--- config.mk ---
export PLATFORM = sky130hd
export DESIGN_NAME = particulate_sensor_frame_parser_unit
export DESIGN_NICKNAME = d
export VERILOG_FILES = /design/src/rtl/psfp_pkg.sv /design/src/rtl/psfp_in_reg.sv /design/src/rtl/psfp_parse.sv /design/src/rtl/psfp_out_reg.sv /design/src/rtl/particulate_sensor_frame_parser_unit.sv
export SDC_FILE = /design/constraint.sdc
export NUM_CORES = 1
export LEC_CHECK = 0
export BUFFER_PORTS_ARGS = -buffer_cell sky130_fd_sc_hd__buf_4
export CORE_UTILIZATION = 40
export CTS_BUF_LIST = sky130_fd_sc_hd__clkbuf_16
export CTS_CLUSTER_SIZE = 25
export DETAILED_ROUTE_END_ITERATION = 6
export SETUP_SLACK_MARGIN = 0.1
export SYNTH_ARGS = -nofsm -noshare
export SYNTH_HDL_FRONTEND = slang
export SYNTH_SLANG_ARGS = --single-unit
--- constraint.sdc ---
create_clock -name clk -period 16.1 [get_ports clk]
set_input_delay 0.805 -clock clk [delete_from_list [all_inputs] [get_ports clk]]
set_output_delay 0.805 -clock clk [all_outputs]
set_load 0.02 [all_outputs]
--- src/rtl/psfp_pkg.sv ---
// Package for the particulate sensor frame parser.
// Holds the transaction structs, configuration struct and protocol constants.
// No dependencies; every other file of the block imports it.
`default_nettype none

package psfp_pkg;

	// One input transaction: a received byte or a millisecond tick.
	typedef struct packed {
		logic       req_type;
		logic [7:0] rx_byte;
	} psfp_in_t;

	// One result transaction.
	typedef struct packed {
		logic [1:0]  status;
		logic [15:0] pm_1_0;
		logic [15:0] pm_2_5;
		logic [15:0] pm_10_0;
		logic [15:0] temperature_tenths;
		logic [15:0] humidity_tenths;
		logic [15:0] formaldehyde;
		logic        warning;
	} psfp_out_t;

	// Configuration register contents.
	typedef struct packed {
		logic [1:0]  sensor_model;
		logic [15:0] timeout_ticks;
	} psfp_cfg_t;

	// Request types.
	localparam logic REQ_BYTE = 1'b0;
	localparam logic REQ_TICK = 1'b1;

	// Result status codes.
	localparam logic [1:0] ST_OK       = 2'd0;
	localparam logic [1:0] ST_HEADER   = 2'd1;
	localparam logic [1:0] ST_LENGTH   = 2'd2;
	localparam logic [1:0] ST_CHECKSUM = 2'd3;

	// Sensor model codes.
	localparam logic [1:0] MODEL_BASIC = 2'd0;
	localparam logic [1:0] MODEL_TH    = 2'd1;
	localparam logic [1:0] MODEL_HCHO  = 2'd2;

	// Configuration port.
	localparam int CFG_INDEX_W = 1;
	localparam int CFG_DATA_W  = 16;
	localparam logic [CFG_INDEX_W-1:0] CFG_SENSOR_MODEL  = 1'b0;
	localparam logic [CFG_INDEX_W-1:0] CFG_TIMEOUT_TICKS = 1'b1;
	localparam logic [15:0] TIMEOUT_RESET = 16'd500;

	// Frame format.
	localparam logic [7:0]  HDR_0     = 8'h42;
	localparam logic [7:0]  HDR_1     = 8'h4D;
	localparam logic [15:0] LEN_SHORT = 16'd9;
	localparam logic [15:0] LEN_STD   = 16'd13;
	localparam logic [15:0] LEN_HCHO  = 16'd17;
	localparam int IDX_W          = 6;
	localparam int VIEW_DEPTH     = 64;
	localparam int TOTAL_W        = 7;
	localparam int FRAME_OVERHEAD = 6;
	localparam int POS_HDR_0      = 0;
	localparam int POS_HDR_1      = 1;
	localparam int POS_LEN_LO     = 3;

	// Byte offsets of the measurement words.
	localparam int POS_PM1     = 10;
	localparam int POS_PM25    = 12;
	localparam int POS_PM10    = 14;
	localparam int POS_TEMP_TH = 24;
	localparam int POS_HUM_TH  = 26;
	localparam int POS_HCHO    = 28;
	localparam int POS_TEMP_F  = 30;
	localparam int POS_HUM_F   = 32;

endpackage

`default_nettype wire

--- src/rtl/psfp_in_reg.sv ---
// Input register stage of the particulate sensor frame parser.
// Holds one accepted input transaction until the parse stage takes it.
// Depends on psfp_pkg.
`default_nettype none

module psfp_in_reg (
	input  wire logic             clk,
	input  wire logic             arst_n,
	input  wire logic             in_valid,
	output logic                  in_ready,
	input  wire psfp_pkg::psfp_in_t in_data,
	input  wire logic             advance,
	output logic                  valid_s1,
	output psfp_pkg::psfp_in_t    item_s1
);
	import psfp_pkg::*;

	// The stage takes a new transaction when empty or when its content moves on.
	assign in_ready = !valid_s1 || advance;

	always_ff @(posedge clk or negedge arst_n) begin
		if (!arst_n) begin
			valid_s1 <= 1'b0;
		end else if (in_ready) begin
			valid_s1 <= in_valid;
		end
	end

	// Payload needs no reset.
	always_ff @(posedge clk) begin
		if (in_valid && in_ready) begin
			item_s1 <= in_data;
		end
	end

endmodule

`default_nettype wire

--- src/rtl/psfp_parse.sv ---
// Parse stage of the particulate sensor frame parser: frame state, frame
// bytes, running checksum, idle counter and result formation.
// Depends on psfp_pkg.
`default_nettype none

module psfp_parse #(
	parameter int FRAME_MAX = 40
) (
	input  wire logic                clk,
	input  wire logic                arst_n,
	input  wire logic                step,
	input  wire psfp_pkg::psfp_in_t  item,
	input  wire psfp_pkg::psfp_cfg_t cfg,
	output logic                     res_valid,
	output psfp_pkg::psfp_out_t      res
);
	import psfp_pkg::*;

	logic [IDX_W-1:0]   byte_index_q;
	logic [15:0]        idle_count_q;
	logic [15:0]        running_sum_q;
	logic               warning_q;
	logic [7:0]         prev_byte_q;
	logic [TOTAL_W-1:0] total_q;

	logic [7:0]         view [VIEW_DEPTH];
	logic               is_byte;

	logic [IDX_W-1:0]   nxt_index;
	logic [15:0]        nxt_sum;
	logic [15:0]        nxt_idle;
	logic               nxt_warn;
	logic [TOTAL_W-1:0] nxt_total;
	logic [15:0]        idle_inc;
	logic [15:0]        len_word;
	logic               len_ok;
	logic [TOTAL_W-1:0] total_cand;
	logic [TOTAL_W-1:0] idx_ext;
	logic               fail;
	logic               done;
	logic [1:0]         code;

	assign is_byte = step && (item.req_type == REQ_BYTE);

	// Frame bytes, one register per position. The current byte is bypassed so
	// the final byte of a frame is seen by the result logic in the same cycle.
	for (genvar k = 0; k < VIEW_DEPTH; k++) begin : g_byte
		if (k < FRAME_MAX) begin : g_store
			logic [7:0] entry_q;

			always_ff @(posedge clk) begin
				if (is_byte && byte_index_q == IDX_W'(k)) begin
					entry_q <= item.rx_byte;
				end
			end

			assign view[k] = (byte_index_q == IDX_W'(k)) ? item.rx_byte : entry_q;
		end else begin : g_none
			assign view[k] = 8'h00;
		end
	end

	// Length check and frame size.
	always_comb begin
		len_word = {prev_byte_q, item.rx_byte};
		case (cfg.sensor_model)
			MODEL_BASIC: len_ok = (len_word == LEN_STD) || (len_word == LEN_SHORT);
			MODEL_TH:    len_ok = (len_word == LEN_STD);
			MODEL_HCHO:  len_ok = (len_word == LEN_HCHO);
			default:     len_ok = 1'b0;
		endcase
		total_cand = TOTAL_W'(FRAME_OVERHEAD) + {len_word[TOTAL_W-2:0], 1'b0};
	end

	// Next state for one transaction.
	always_comb begin
		nxt_index = byte_index_q;
		nxt_sum   = running_sum_q;
		nxt_idle  = idle_count_q;
		nxt_warn  = warning_q;
		nxt_total = total_q;
		fail      = 1'b0;
		done      = 1'b0;
		code      = ST_OK;
		idx_ext   = {1'b0, byte_index_q};
		idle_inc  = (idle_count_q == 16'hFFFF) ? idle_count_q : idle_count_q + 16'd1;

		if (item.req_type == REQ_TICK) begin
			// A long enough gap discards the partial frame.
			nxt_idle = idle_inc;
			if (idle_inc >= cfg.timeout_ticks) begin
				nxt_index = '0;
				nxt_sum   = '0;
			end
		end else begin
			nxt_idle = '0;
			if ((byte_index_q == IDX_W'(POS_HDR_0) && item.rx_byte != HDR_0) ||
			    (byte_index_q == IDX_W'(POS_HDR_1) && item.rx_byte != HDR_1)) begin
				fail = 1'b1;
				code = ST_HEADER;
			end else if (byte_index_q == IDX_W'(POS_LEN_LO) &&
			             !(len_ok && total_cand <= TOTAL_W'(FRAME_MAX))) begin
				fail = 1'b1;
				code = ST_LENGTH;
			end else if (byte_index_q <= IDX_W'(POS_LEN_LO)) begin
				nxt_sum   = running_sum_q + 16'(item.rx_byte);
				nxt_index = byte_index_q + IDX_W'(1);
				if (byte_index_q == IDX_W'(POS_LEN_LO)) begin
					nxt_total = total_cand;
				end
			end else if (idx_ext + TOTAL_W'(2) < total_q) begin
				nxt_sum   = running_sum_q + 16'(item.rx_byte);
				nxt_index = byte_index_q + IDX_W'(1);
			end else if (idx_ext + TOTAL_W'(1) < total_q) begin
				// First checksum byte is not summed.
				nxt_index = byte_index_q + IDX_W'(1);
			end else if (running_sum_q != len_word) begin
				fail = 1'b1;
				code = ST_CHECKSUM;
			end else begin
				done = 1'b1;
			end

			if (fail || done) begin
				nxt_index = '0;
				nxt_sum   = '0;
				nxt_warn  = fail;
			end
		end
	end

	// Result formation.
	always_comb begin
		res           = '0;
		res.status    = code;
		res.warning   = fail;
		if (done) begin
			case (cfg.sensor_model)
				MODEL_BASIC: begin
					res.pm_1_0  = {view[POS_PM1],  view[POS_PM1 + 1]};
					res.pm_2_5  = {view[POS_PM25], view[POS_PM25 + 1]};
					res.pm_10_0 = {view[POS_PM10], view[POS_PM10 + 1]};
				end
				MODEL_TH: begin
					res.pm_2_5             = {view[POS_PM25],    view[POS_PM25 + 1]};
					res.temperature_tenths = {view[POS_TEMP_TH], view[POS_TEMP_TH + 1]};
					res.humidity_tenths    = {view[POS_HUM_TH],  view[POS_HUM_TH + 1]};
				end
				default: begin
					res.pm_2_5             = {view[POS_PM25],   view[POS_PM25 + 1]};
					res.formaldehyde       = {view[POS_HCHO],   view[POS_HCHO + 1]};
					res.temperature_tenths = {view[POS_TEMP_F], view[POS_TEMP_F + 1]};
					res.humidity_tenths    = {view[POS_HUM_F],  view[POS_HUM_F + 1]};
				end
			endcase
		end
	end

	assign res_valid = is_byte && (fail || done);

	// Control state.
	always_ff @(posedge clk or negedge arst_n) begin
		if (!arst_n) begin
			byte_index_q  <= '0;
			idle_count_q  <= '0;
			running_sum_q <= '0;
			warning_q     <= 1'b0;
		end else if (step) begin
			byte_index_q  <= nxt_index;
			idle_count_q  <= nxt_idle;
			running_sum_q <= nxt_sum;
			warning_q     <= nxt_warn;
		end
	end

	// Previous byte and frame size are only read within a frame.
	always_ff @(posedge clk) begin
		if (is_byte) begin
			prev_byte_q <= item.rx_byte;
			total_q     <= nxt_total;
		end
	end

endmodule

`default_nettype wire

--- src/rtl/psfp_out_reg.sv ---
// Result register of the particulate sensor frame parser.
// Holds one result transaction until the receiver takes it.
// Depends on psfp_pkg.
`default_nettype none

module psfp_out_reg (
	input  wire logic                clk,
	input  wire logic                arst_n,
	input  wire logic                res_valid,
	input  wire psfp_pkg::psfp_out_t res,
	output logic                     can_take,
	output logic                     out_valid,
	input  wire logic                out_ready,
	output psfp_pkg::psfp_out_t      out_data
);
	import psfp_pkg::*;

	logic      valid_s2;
	psfp_out_t result_s2;

	// The register can be loaded when empty or when its content leaves.
	assign can_take = !valid_s2 || out_ready;

	always_ff @(posedge clk or negedge arst_n) begin
		if (!arst_n) begin
			valid_s2 <= 1'b0;
		end else if (can_take) begin
			valid_s2 <= res_valid;
		end
	end

	always_ff @(posedge clk) begin
		if (can_take && res_valid) begin
			result_s2 <= res;
		end
	end

	assign out_valid = valid_s2;
	assign out_data  = result_s2;

endmodule

`default_nettype wire

--- src/rtl/particulate_sensor_frame_parser_unit.sv ---
// Particulate sensor frame parser, top level: configuration registers and
// the input register, parse stage and result register. Depends on psfp_pkg.
//
// Usage:
//   The input channel (in_valid, in_ready, in_data) carries one received UART
//   byte or one millisecond tick per transaction. The output channel
//   (out_valid, out_ready, out_data) carries one result transaction for each
//   completed frame and for each byte that breaks a frame. Ticks and bytes
//   inside a frame give no result.
//   A transaction accepted into the input register passes the parse logic
//   once the result register can take it and lands in the result register,
//   where a result raises out_valid. One transaction is accepted per cycle
//   while out_ready is high.
//   When the receiver stalls, the result register holds its transaction and
//   the input register still accepts one more; in_ready drops only when both
//   are full.
//   Configuration writes (cfg_we, cfg_index, cfg_wdata) take effect at the
//   next clock edge. Reset selects the basic model, a timeout of 500 ticks,
//   clears the frame position, checksum, idle count and warning, and empties
//   both registers. No clearing pass is needed; the block is ready at once.
`default_nettype none

module particulate_sensor_frame_parser_unit #(
	parameter int FRAME_MAX = 40
) (
	input  wire logic                                 clk,
	input  wire logic                                 arst_n,
	input  wire logic                                 in_valid,
	output logic                                      in_ready,
	input  wire psfp_pkg::psfp_in_t                   in_data,
	output logic                                      out_valid,
	input  wire logic                                 out_ready,
	output psfp_pkg::psfp_out_t                       out_data,
	input  wire logic                                 cfg_we,
	input  wire logic [psfp_pkg::CFG_INDEX_W-1:0]     cfg_index,
	input  wire logic [psfp_pkg::CFG_DATA_W-1:0]      cfg_wdata
);
	import psfp_pkg::*;

	psfp_cfg_t cfg_q;
	logic      valid_s1;
	psfp_in_t  item_s1;
	logic      can_take;
	logic      step;
	logic      res_valid;
	psfp_out_t res;

	// Configuration registers.
	always_ff @(posedge clk or negedge arst_n) begin
		if (!arst_n) begin
			cfg_q.sensor_model  <= MODEL_BASIC;
			cfg_q.timeout_ticks <= TIMEOUT_RESET;
		end else if (cfg_we) begin
			unique case (cfg_index)
				CFG_SENSOR_MODEL:  cfg_q.sensor_model  <= cfg_wdata[1:0];
				CFG_TIMEOUT_TICKS: cfg_q.timeout_ticks <= cfg_wdata;
				default: ;
			endcase
		end
	end

	// The held transaction is processed when the result register can take it.
	assign step = valid_s1 && can_take;

	psfp_in_reg u_in_reg (
		.clk      (clk),
		.arst_n   (arst_n),
		.in_valid (in_valid),
		.in_ready (in_ready),
		.in_data  (in_data),
		.advance  (step),
		.valid_s1 (valid_s1),
		.item_s1  (item_s1)
	);

	psfp_parse #(
		.FRAME_MAX (FRAME_MAX)
	) u_parse (
		.clk       (clk),
		.arst_n    (arst_n),
		.step      (step),
		.item      (item_s1),
		.cfg       (cfg_q),
		.res_valid (res_valid),
		.res       (res)
	);

	psfp_out_reg u_out_reg (
		.clk       (clk),
		.arst_n    (arst_n),
		.res_valid (res_valid),
		.res       (res),
		.can_take  (can_take),
		.out_valid (out_valid),
		.out_ready (out_ready),
		.out_data  (out_data)
	);

endmodule

`default_nettype wire

## Yosys cells after proc, flatten, opt, wreduce, memory -nomap -nowiden

Cells that the tools add are included.

- $add $sub $neg: 6
- Equality and inequality tests: 30
- Multiplexer cells: 57
- Reductions and logical operators: 46
- Magnitude comparators: 5
- Bitwise logic cells: 5

Operators by type and width:

| cell | count |
|---|---|
| 2-to-1 mux 16 bit | 9 |
| 2-to-1 mux 8 bit | 16 |
| one-hot mux 32 bit (2 select lines) | 1 |
| == test 6 x 5 -> 1 bit, second input constant | 8 |
| 2-to-1 mux 6 bit | 8 |
| == test 6 x 4 -> 1 bit, second input constant | 6 |
| == test 16 x 4 -> 1 bit, second input constant | 2 |
| logical AND 1 bit | 25 |
| 2-to-1 mux 1 bit | 17 |
| adder 16 x 1 -> 16 bit, second input constant | 1 |
| adder 16 x 8 -> 16 bit | 1 |
| == test 16 bit, second input constant | 1 |
| == test 16 x 5 -> 1 bit, second input constant | 1 |
| >= comparator 16 bit | 1 |
| inequality test 16 bit | 1 |
| inequality test 8 x 7 -> 1 bit, second input constant | 2 |
| less-than comparator 7 bit | 2 |
| == test 6 bit, second input constant | 2 |
| 2-to-1 mux 2 bit | 5 |
| AND reduction 5 bit | 2 |
| adder 3 x 7 -> 7 bit, first input constant | 1 |
| adder 6 x 1 -> 7 bit, second input constant | 1 |
| adder 6 x 2 -> 7 bit, second input constant | 1 |
| <= comparator 7 x 6 -> 1 bit, second input constant | 1 |
| 20 further kinds | 34 |

- Output and inout port bits: 101
- Bits in registers: 309

## Logic depth before layout (Yosys ltp)

Gate-level depths: netlist (run 1).

- Word-level depth: 13
- Depth in mapped cells: 15
- Depth with buffers taken out: 13

## By module

A second synthesis (run 1) with hierarchy kept.

- Cells, all modules: 1136
- Area, all modules: 14510.2 um^2

Modules (own cells, without submodules):

| module | cells each | sequential area each (um^2) | area an instance (um^2) | instances |
|---|---|---|---|---|
| psfp_parse | 980 | 5215.0 | 10431.3 | 1 |
| psfp_out_reg | 103 | 2997.9 | 3026.7 | 1 |
| particulate_sensor_frame_parser_unit | 40 | 457.9 | 728.2 | 1 |
| psfp_in_reg | 13 | 295.3 | 324.1 | 1 |

## Worst setup path after synthesis (run 1)

No wires, ideal clock.

- Path kind: register -> register
- From: register u_parse.byte_index_q[1]
- To: register u_out_reg.result_s2, in the netlist u_out_reg.out_data[0], enable pin
- Slack: 9.370 ns
- Cell stages (with the launch flop): 11
- Arrival time: 6.173 ns
- Buffers on the path: 1
- Library setup time: 0.557 ns
- Required time: 15.543 ns
- Clock period less this slack: 6.730 ns
- Path through: dfrtp_1 > ha_1 > clkbuf_1 > nand3_1 > xnor2_1 > ha_1 > and3_1 > a221oi_1 > nor3_1 > nor2_1 > nor2_1

- Word-level cells in the longest chain between the ends: 12
- Elaborated cells between the ends (all ways): 29
- Classes of those cells: add/sub: 2; order compare: 3; eq/ne: 2; mux: 14; reduce/logical: 8

RTL lines:

| element | RTL line | source |
|---|---|---|
| start: declaration | psfp_parse.sv:19 | `logic [IDX_W-1:0] byte_index_q;` |
| start signal: assignment | psfp_parse.sv:169 | `byte_index_q <= nxt_index;` |
| adder 6 x 1 -> 7 bit | psfp_parse.sv:114 | `end else if (idx_ext + TOTAL_W'(1) < total_q) begin` |
| less-than comparator 7 bit | psfp_parse.sv:114 |  |
| 2-to-1 mux 1 bit | psfp_parse.sv:114 |  |
| 2-to-1 mux 1 bit | psfp_parse.sv:111 | `end else if (idx_ext + TOTAL_W'(2) < total_q) begin` |
| 2-to-1 mux 1 bit | psfp_parse.sv:105 | `end else if (byte_index_q <= IDX_W'(POS_LEN_LO)) begin` |
| 2-to-1 mux 1 bit | psfp_parse.sv:101 | `end else if (byte_index_q == IDX_W'(POS_LEN_LO) &&` |
| 2-to-1 mux 1 bit | psfp_parse.sv:97 | `if ((byte_index_q == IDX_W'(POS_HDR_0) && item.rx_byte != HDR_0) \|\|` |
| 2-to-1 mux 1 bit (2 in series) | psfp_parse.sv:88 | `if (item.req_type == REQ_TICK) begin` |
| logical OR 1 bit (*) | psfp_parse.sv:159 | `assign res_valid = is_byte && (fail \|\| done);` |
| logical AND 1 bit (*) | psfp_parse.sv:159 |  |
| logical AND 1 bit (*) | psfp_out_reg.sv:33 | `if (can_take && res_valid) begin` |
| end signal: assignment | psfp_out_reg.sv:34 | `result_s2 <= res;` |
| end: declaration | psfp_out_reg.sv:19 | `psfp_out_t result_s2;` |

Mark *: on every way between the ends. The rest lies on a longest branch, timed or not. The select of a mux whose other input is x is not followed.
A chain may end at the register's enable or synchronous reset.

## Worst setup path in the final report (run 1)

- From: register u_parse.byte_index_q[0]
- To: register u_out_reg.result_s2, in the netlist u_out_reg.out_data[90] (data pin)

- Word-level cells in the longest chain between the ends: 10
- Elaborated cells between the ends (all ways): 22
- Classes of those cells: add/sub: 2; order compare: 3; eq/ne: 3; mux: 8; reduce/logical: 6

RTL lines:

| element | RTL line |
|---|---|
| adder 6 x 1 -> 7 bit | psfp_parse.sv:114 |
| less-than comparator 7 bit | psfp_parse.sv:114 |
| 2-to-1 mux 1 bit | psfp_parse.sv:114 |
| 2-to-1 mux 1 bit | psfp_parse.sv:111 |
| 2-to-1 mux 1 bit | psfp_parse.sv:105 |
| 2-to-1 mux 1 bit | psfp_parse.sv:101 |
| 2-to-1 mux 1 bit | psfp_parse.sv:97 |
| 2-to-1 mux 1 bit (2 in series) | psfp_parse.sv:88 |
| AND reduction 2 bit (no source line) | n/a |

Parallel ways exist; a longest one is shown, timed or not. The select of a mux whose other input is x is not followed.

==> results of run 1 <==
## cells in the final DEF (no fill, tap or decap), types with 37 or more instances in the layout
| cell | count |
|---|---|
| mux2i_1 | 98 |
| inv_1 | 42 |
| ha_1 | 44 |
| buf_4 | 146 |
| nor2_1 | 109 |
| a21oi_1 | 52 |
| edfxtp_1 | 250 |
| nand2_1 | 91 |
| dfrtp_1 | 52 |
| nand3_1 | 37 |
## worst min path at each step
stage / startpoint / slack (ps) / endpoint / depth (start not counted)
after floorplan: u_parse.running_sum_q[5]$_DFFE_PN0P_ / 470 / u_parse.running_sum_q[5]$_DFFE_PN0P_ / 1
after global placement: u_parse.running_sum_q[5]$_DFFE_PN0P_ / 480 / u_parse.running_sum_q[5]$_DFFE_PN0P_ / 1
after detailed placement: cfg_q[1]$_DFFE_PN0P_ / 490 / cfg_q[1]$_DFFE_PN0P_ / 1
after CTS: arst_n / 410 / u_parse.idle_count_q[9]$_DFFE_PN0P_ / 1
after global routing: arst_n / 450 / u_parse.idle_count_q[9]$_DFFE_PN0P_ / 1
final: arst_n / 390 / cfg_q[3]$_DFFE_PN0P_ / 1
## layer usage
layer | global-route usage (%) | wire length, um | vias to the layer above
li1 | - | - | 4409
met1 | 25.15 | 15350 | 4500
met2 | 28.46 | 14810 | 251
met3 | 2.887 | 1643 | 39
met4 | 4.331 | 554 | 0
met5 | 0 | 0 | -
## cell usage after synthesis, types with 11 or more instances
master / count
edfxtp_1: 250
nor2_1: 110
mux2i_1: 98
nand2_1: 91
a21oi_1: 52
dfrtp_1: 52
clkbuf_1: 46
ha_1: 44
inv_1: 37
nand3_1: 37
o21ai_0: 24
o22a_1: 23
xnor2_1: 23
mux2_2: 19
a22o_1: 13
buf_2: 13
nor2b_1: 13
xor2_1: 11
## kinds of logic (layout without fill, tap and decap cells)
kind of cell             after synthesis  in the layout  synth area share, %
flip-flops                           308            308                62.03
buffers and inverters                109            246                3.177
AO/OA/AOI/OAI                        185            185                8.950
adder cells (fa/ha/maj)               45             45                3.947
multiplexers                         117            117                8.266
AND/OR/NAND/NOR                      339            339                11.57
XOR/XNOR                              34             34                2.060
## worst register-to-register path: stages, from the launching register on
cell and delay [ps]:
dfrtp_1 520, ha_1 470, nand3_1 420, xnor2_1 280, ha_1 250, and3_1 160
a221oi_1 600, nand4bb_4 690, or3_2 970, nor2_2 180
## where the power goes
group / switching [mW] / internal (mW) / total, mW
Clock: 0.302 / 0.394 / 0.696
Sequential: 0.0527 / 0.928 / 0.981
Combinational: 0.229 / 0.137 / 0.366
## sequential cells by signal (all words and copies together), names as in the netlist, 6 cells and up
register and flops:
cfg_q 18, u_in_reg.item_s1 9, u_out_reg.out_data 99, u_parse.byte_index_q 6, u_parse.g_byte.g_store.entry_q 128, u_parse.idle_count_q 16, u_parse.prev_byte_q 8, u_parse.running_sum_q 16
u_parse.total_q 6
## final cells by class
| class | count | area share [%] |
|---|---|---|
| repair buffers | 146 | 6.515 |
| inverters | 40 | 0.8925 |
| clock buffers | 35 | 5.206 |
| flip-flops and latches | 308 | 53.29 |
| well taps | 461 | 3.429 |
| multi-input cells | 720 | 29.95 |
| clock inverters | 25 | 0.7140 |
## per-stage QoR
step | util (%) | cells
2_1_floorplan | - | 1137
3_3_place_gp | 44.50 | 1675
3_5_place_dp | 44.50 | 1675
4_1_cts | 47.30 | 1735
5_1_grt | 47.30 | 1735
6_report | 47.30 | 1735
==> results.py, run 1 <==
metrics = {
    "status": {
        "status": "complete, no violations",
    },
    "pwr": {
        "power_mw": 2.043,
        "p_leak_nw": 6.870,
        "ir_drop_mv": 0.06857,
        "p_per_area_mw_per_mm2": 121.4,
    },
    "routing": {
        "wl_mm": 32.36,
        "drc": 0,
        "drtPass1Iterations": 5,
        "routed_via_density": 5.302,
        "drt-initial-drc-count": 748,
        "wl_per_cell_um": 18.65,
        "num_vias": 9199,
        "postRouteAntennaNets": 0,
    },
    "floorplan": {
        "fp.dieH_um": 192.1,
        "fp.dieW_um": 192.1,
        "dieArea_mm2": 0.03690,
        "start_util_pct": 40.64,
        "core.rowCount": 69,
        "fp.coreArea_mm2": 0.03557,
        "io_pins": 132,
    },
    "setup_path": {
        "r2r_end": "u_out_reg.out_data[90]$_SDFFCE_PN0P_",
        "critPathTopFamily": "simple AND/OR/NAND/NOR gates",
        "crit_chain": "ha_1, nand3_1, xnor2_1, ha_1, and3_1, a221oi_1, nand4bb_4, or3_2, nor2_2",
        "required_ps": 16300,
        "critPathCapture": "u_out_reg.out_data[90]$_SDFFCE_PN0P_",
        "crit_arrival_ps": 5030,
        "crit_path_end_kind": "flip-flop",
        "rr_startpoint": "u_parse.byte_index_q[0]$_DFFE_PN0P_",
        "path_max_fanout": 50,
        "timing.reg2reg.setup_slack_ps": 11270,
        "crit_path_start": "u_parse.byte_index_q[0]$_DFFE_PN0P_",
        "cp.depth": 9,
        "cp_slowest_cell": "or3_2",
        "max_stage_delay_ps": 970,
        "r2r_cells": 9,
        "path_buf_inv": 0,
        "path_common_cell": "ha_1",
        "setup.worst_path.class": "reg -> reg",
        "worst_setup_path_start_kind": "flip-flop",
    },
    "yosys": {
        "seq_area_frac_synth_pct": 62.03,
        "syn_inst": 1137,
        "synth_seq_cells": 308,
        "synth_edf_count": 250,
        "avgSynthCellArea_um2": 12.71,
        "synth_area_leaders": "edfxtp_1 52%, dfrtp_1 9.0%, mux2i_1 6.8%, ha_1 3.8%, nor2_1 2.9%",
        "synth_area_leader_cell": "edfxtp_1",
        "netlist_area_mm2": 0.01446,
        "ys_async_sr_fraction_pct": 18.83,
        "synthFlopType": "edfxtp_1",
        "yosysWarningCount": 0,
        "synth.distinct_cells": 71,
        "synth_fp_nets": 1213,
        "synth_top_area_share_pct": 51.93,
    },
    "timing": {
        "slew_violations": 0,
        "setup_violations": 0,
        "setup_tns_ps": 0,
        "finalWorstSetupSlack_ps": 11270,
        "hold_viol": 0,
        "fin_worst_skew_ps": 18.74,
        "timing.hold.ws_ps": 393.6,
        "tightestPinTransition_ps": 1121,
        "clock.fmax_ghz": 0.2070,
        "period_share_pct": 30.01,
        "slew_headroom_pct": 25.25,
        "fin_crit_ps": 4831,
        "rsz0062_at_grt": "no",
    },
    "clocking": {
        "clock_latency_ps": 510,
        "cts-root-buf": "clkbuf_16",
        "cts_resized": 0,
        "cts_tree": "built",
        "htreeDepth": 2,
        "clkSinkCount": 308,
        "cts_max_path_buffers": 3,
        "postCtsSetupRepairBufs": 0,
        "clk_pin_slew_worst_paths_ps": 60,
        "ctsHoldBuffers": 0,
        "cts_buffers": 35,
    },
    "finish": {
        "multiInputGateArea_mm2": 0.005039,
        "fill_cells": 3160,
        "antenna_cells": 0,
        "layout-drive-gt1-share_pct": 19.86,
        "seq_area_mm2": 0.008966,
        "final_nets": 1327,
        "fin_area_mm2": 0.01682,
        "syn_to_final_growth_pct": 16.39,
    },
    "global_routing": {
        "grt_pass1_vias": 8963,
        "grt_usage_pct": 17.77,
        "grt_pass1_wl_mm": 50.74,
        "antenna_found_initial": 0,
        "overflow": 0,
        "grt_max_degree": 66,
    },
    "placement": {
        "routabilityCongestion": 0.8444,
        "place_ws_ps": 11210,
        "dp_hpwl_mm": 20.42,
        "io_buffers": 131,
        "dpl_cell_area_mm2": 0.01583,
    },
    "hold_path": {
        "hold_class": "in -> async",
    },
    "job": {
        "cap_violations": 0,
    },
}
(Power assumes the default switching activity.)
==> run 2, diff against run 1 <==
clock period = 4.35 ns   (was 16.1 ns; I/O delays follow)
==> run 2 against run 1 <==
Non-clock buffer count increased by 43. Die area is the same. Via count rose by 0.95%. Clock skew is 11 ps higher. Fmax increased by 22%. Largest power group unchanged.
==> results.py, run 2 (synthesized netlist as in run 1, its figures left out) <==
metrics = {
    "timing": {
        "slew_headroom_pct": 36.14,
        "setup_tns_ps": 0,
        "clock.fmax_ghz": 0.2523,
        "setup_violations": 0,
        "hold_viol": 0,
        "rsz0062_at_grt": "yes",
        "slew_violations": 0,
        "fin_worst_skew_ps": 29.61,
        "tightestPinTransition_ps": 933.8,
        "fin_crit_ps": 3963,
        "timing.hold.ws_ps": 45.34,
        "period_share_pct": 91.11,
    },
    "finish": {
        "layout_common_cells": "250 x edfxtp_1, 161 x buf_4, 109 x nor2_1",
        "syn_to_final_growth_pct": 19.90,
        "multiInputGateArea_mm2": 0.005045,
        "antenna_cells": 0,
        "largest_reg_flops": 128,
        "fin_area_mm2": 0.01733,
        "fill_cells": 3150,
        "regMostFlops": "u_parse.g_byte.g_store.entry_q",
        "final_common_cell": "edfxtp_1",
        "seq_area_mm2": 0.008966,
        "stdcell_count": 1781,
        "layout-drive-gt1-share_pct": 20.68,
        "final_nets": 1370,
    },
    "clocking": {
        "clkSinkCount": 308,
        "cts_max_path_buffers": 3,
        "cts_buffers": 35,
        "cts_tree": "built",
        "clk_pin_slew_worst_paths_ps": 60,
        "postCtsSetupRepairBufs": 0,
        "clock_latency_ps": 520,
        "cts-root-buf": "clkbuf_16",
        "htreeDepth": 2,
    },
    "floorplan": {
        "start_util_pct": 40.64,
        "dieArea_mm2": 0.03690,
        "fp.dieH_um": 192.1,
        "fp.dieW_um": 192.1,
        "core.rowCount": 69,
        "fp.coreArea_mm2": 0.03557,
        "io_pins": 132,
    },
    "placement": {
        "place_inst": 1691,
        "dpl_cell_area_mm2": 0.01596,
        "dp_hpwl_mm": 20.53,
        "io_buffers": 131,
        "routabilityCongestion": 0.8597,
    },
    "routing": {
        "wl_mm": 32.55,
        "drtPass1Iterations": 5,
        "drc": 0,
        "postRouteAntennaNets": 0,
        "num_vias": 9286,
        "drt-initial-drc-count": 590,
        "routed_via_density": 5.214,
        "wl_per_cell_um": 18.28,
    },
    "global_routing": {
        "overflow": 0,
        "grt_max_degree": 59,
        "grt_usage_pct": 17.98,
        "antenna_found_initial": 0,
        "grt_pass1_wl_mm": 51.21,
        "grt_pass1_vias": 9254,
    },
    "hold_path": {
        "hold_class": "in -> reg",
        "whs_path_depth": 4,
        "hold_end": "cfg_q[17]$_DFFE_PN0P_",
        "min-delay-start": "cfg_index",
    },
    "setup_path": {
        "cp_slowest_cell": "or3_1",
        "rr_startpoint": "u_parse.idle_count_q[0]$_DFFE_PN0P_",
        "crit_chain": "ha_1, and2_1, nand4_1, or3_1, xnor2_1, ha_1, or3b_2, o2111ai_1, a31oi_1, o21ai_0, buf_4, nor2_1, a22o_1",
        "max_stage_delay_ps": 570,
        "setup.worst_path.class": "reg -> reg",
        "timing.reg2reg.setup_slack_ps": 390,
        "required_ps": 4740,
        "worst_setup_path_start_kind": "flip-flop",
        "crit_arrival_ps": 4350,
        "crit_path_end_kind": "flip-flop",
        "path_max_fanout": 12,
        "path_common_cell": "ha_1",
        "r2r_end": "u_parse.byte_index_q[3]$_DFFE_PN0P_",
        "r2r_cells": 13,
    },
    "pwr": {
        "p_int_mw": 5.606,
        "p_leak_nw": 7.129,
        "power_mw": 7.818,
        "power_frac_seq_pct": 46.4,
        "pwr-share-clk_pct": 35.6,
        "p_sw_share_pct": 28.29,
        "ir_drop_mv": 0.2792,
        "power_switching_mw": 2.212,
        "power_frac_comb_pct": 18.0,
        "p_per_area_mw_per_mm2": 451.1,
    },
    "job": {
        "cap_violations": 0,
    },
    "status": {
        "status": "complete, no violations",
    },
}
run 2: through the flow:
stage,util [%],setup WS (ps)
2_1_floorplan,-,390.3
3_3_place_gp,44.87,372.1
3_5_place_dp,44.87,317.7
4_1_cts,48.71,303.0
5_1_grt,48.73,68.43
6_report,48.73,386.9
run 2: power by group through the flow:
stage	Combinational (mW)	Sequential, mW	Clock, mW
2_1_floorplan	0.858	3.72	0
3_3_place_gp	1.37	3.69	0
3_5_place_dp	1.39	3.69	0
4_1_cts	1.41	3.63	2.86
5_1_grt	1.55	3.66	2.96
6_report	1.40	3.63	2.78
run 2: how the worst max path moves through the flow:
| stage | start | to | slack [ps] | depth (start not counted) |
|---|---|---|---|---|
| floorplan | u_parse.byte_index_q[1]$_DFFE_PN0P_ | u_out_reg.out_data[0]$_DFFE_PP_ | 390 | 10 |
| global placement | u_parse.idle_count_q[0]$_DFFE_PN0P_ | u_parse.running_sum_q[5]$_DFFE_PN0P_ | 370 | 14 |
| detailed placement | u_parse.idle_count_q[0]$_DFFE_PN0P_ | u_parse.running_sum_q[13]$_DFFE_PN0P_ | 320 | 14 |
| CTS | u_parse.idle_count_q[0]$_DFFE_PN0P_ | u_parse.running_sum_q[13]$_DFFE_PN0P_ | 300 | 13 |
| global route | u_parse.idle_count_q[0]$_DFFE_PN0P_ | u_parse.byte_index_q[3]$_DFFE_PN0P_ | 70 | 13 |
| finish | u_parse.idle_count_q[0]$_DFFE_PN0P_ | u_parse.byte_index_q[3]$_DFFE_PN0P_ | 390 | 13 |
run 2: timing repair:
item	CTS	global route
gates resized for setup	0	1
hold endpoints to repair	80	0
endpoints found under the setup margin	0	15
hold buffers	27	0
run 2: routing by layer:
metal	share of wire, %	up-vias	wire length, um	global-route usage (%)
li1	-	4490	-	-
met2	46	200	15030	29.31
met4	2.0	0	646	4.906
met1	48	4552	15540	24.90
met3	4.1	44	1338	2.759
met5	0	-	0	0
run 2: critical path, delay by kind of cell, from the launching register on:
kind	cells	cell delay, ps
compound gates	4	860
fa+ha+maj	2	490
simple gates	5	1460
buf+inv	1	280
xor+xnor	1	270
flops	1	470
run 2: cell type report:
cell class	instances	area share (%)
tap	461	3.328
sequential	308	51.73
clock inverter	27	1.119
inverter	40	0.8663
multi-input combinational	720	29.11
timing repair buffer	189	8.649
clock buffer	36	5.198
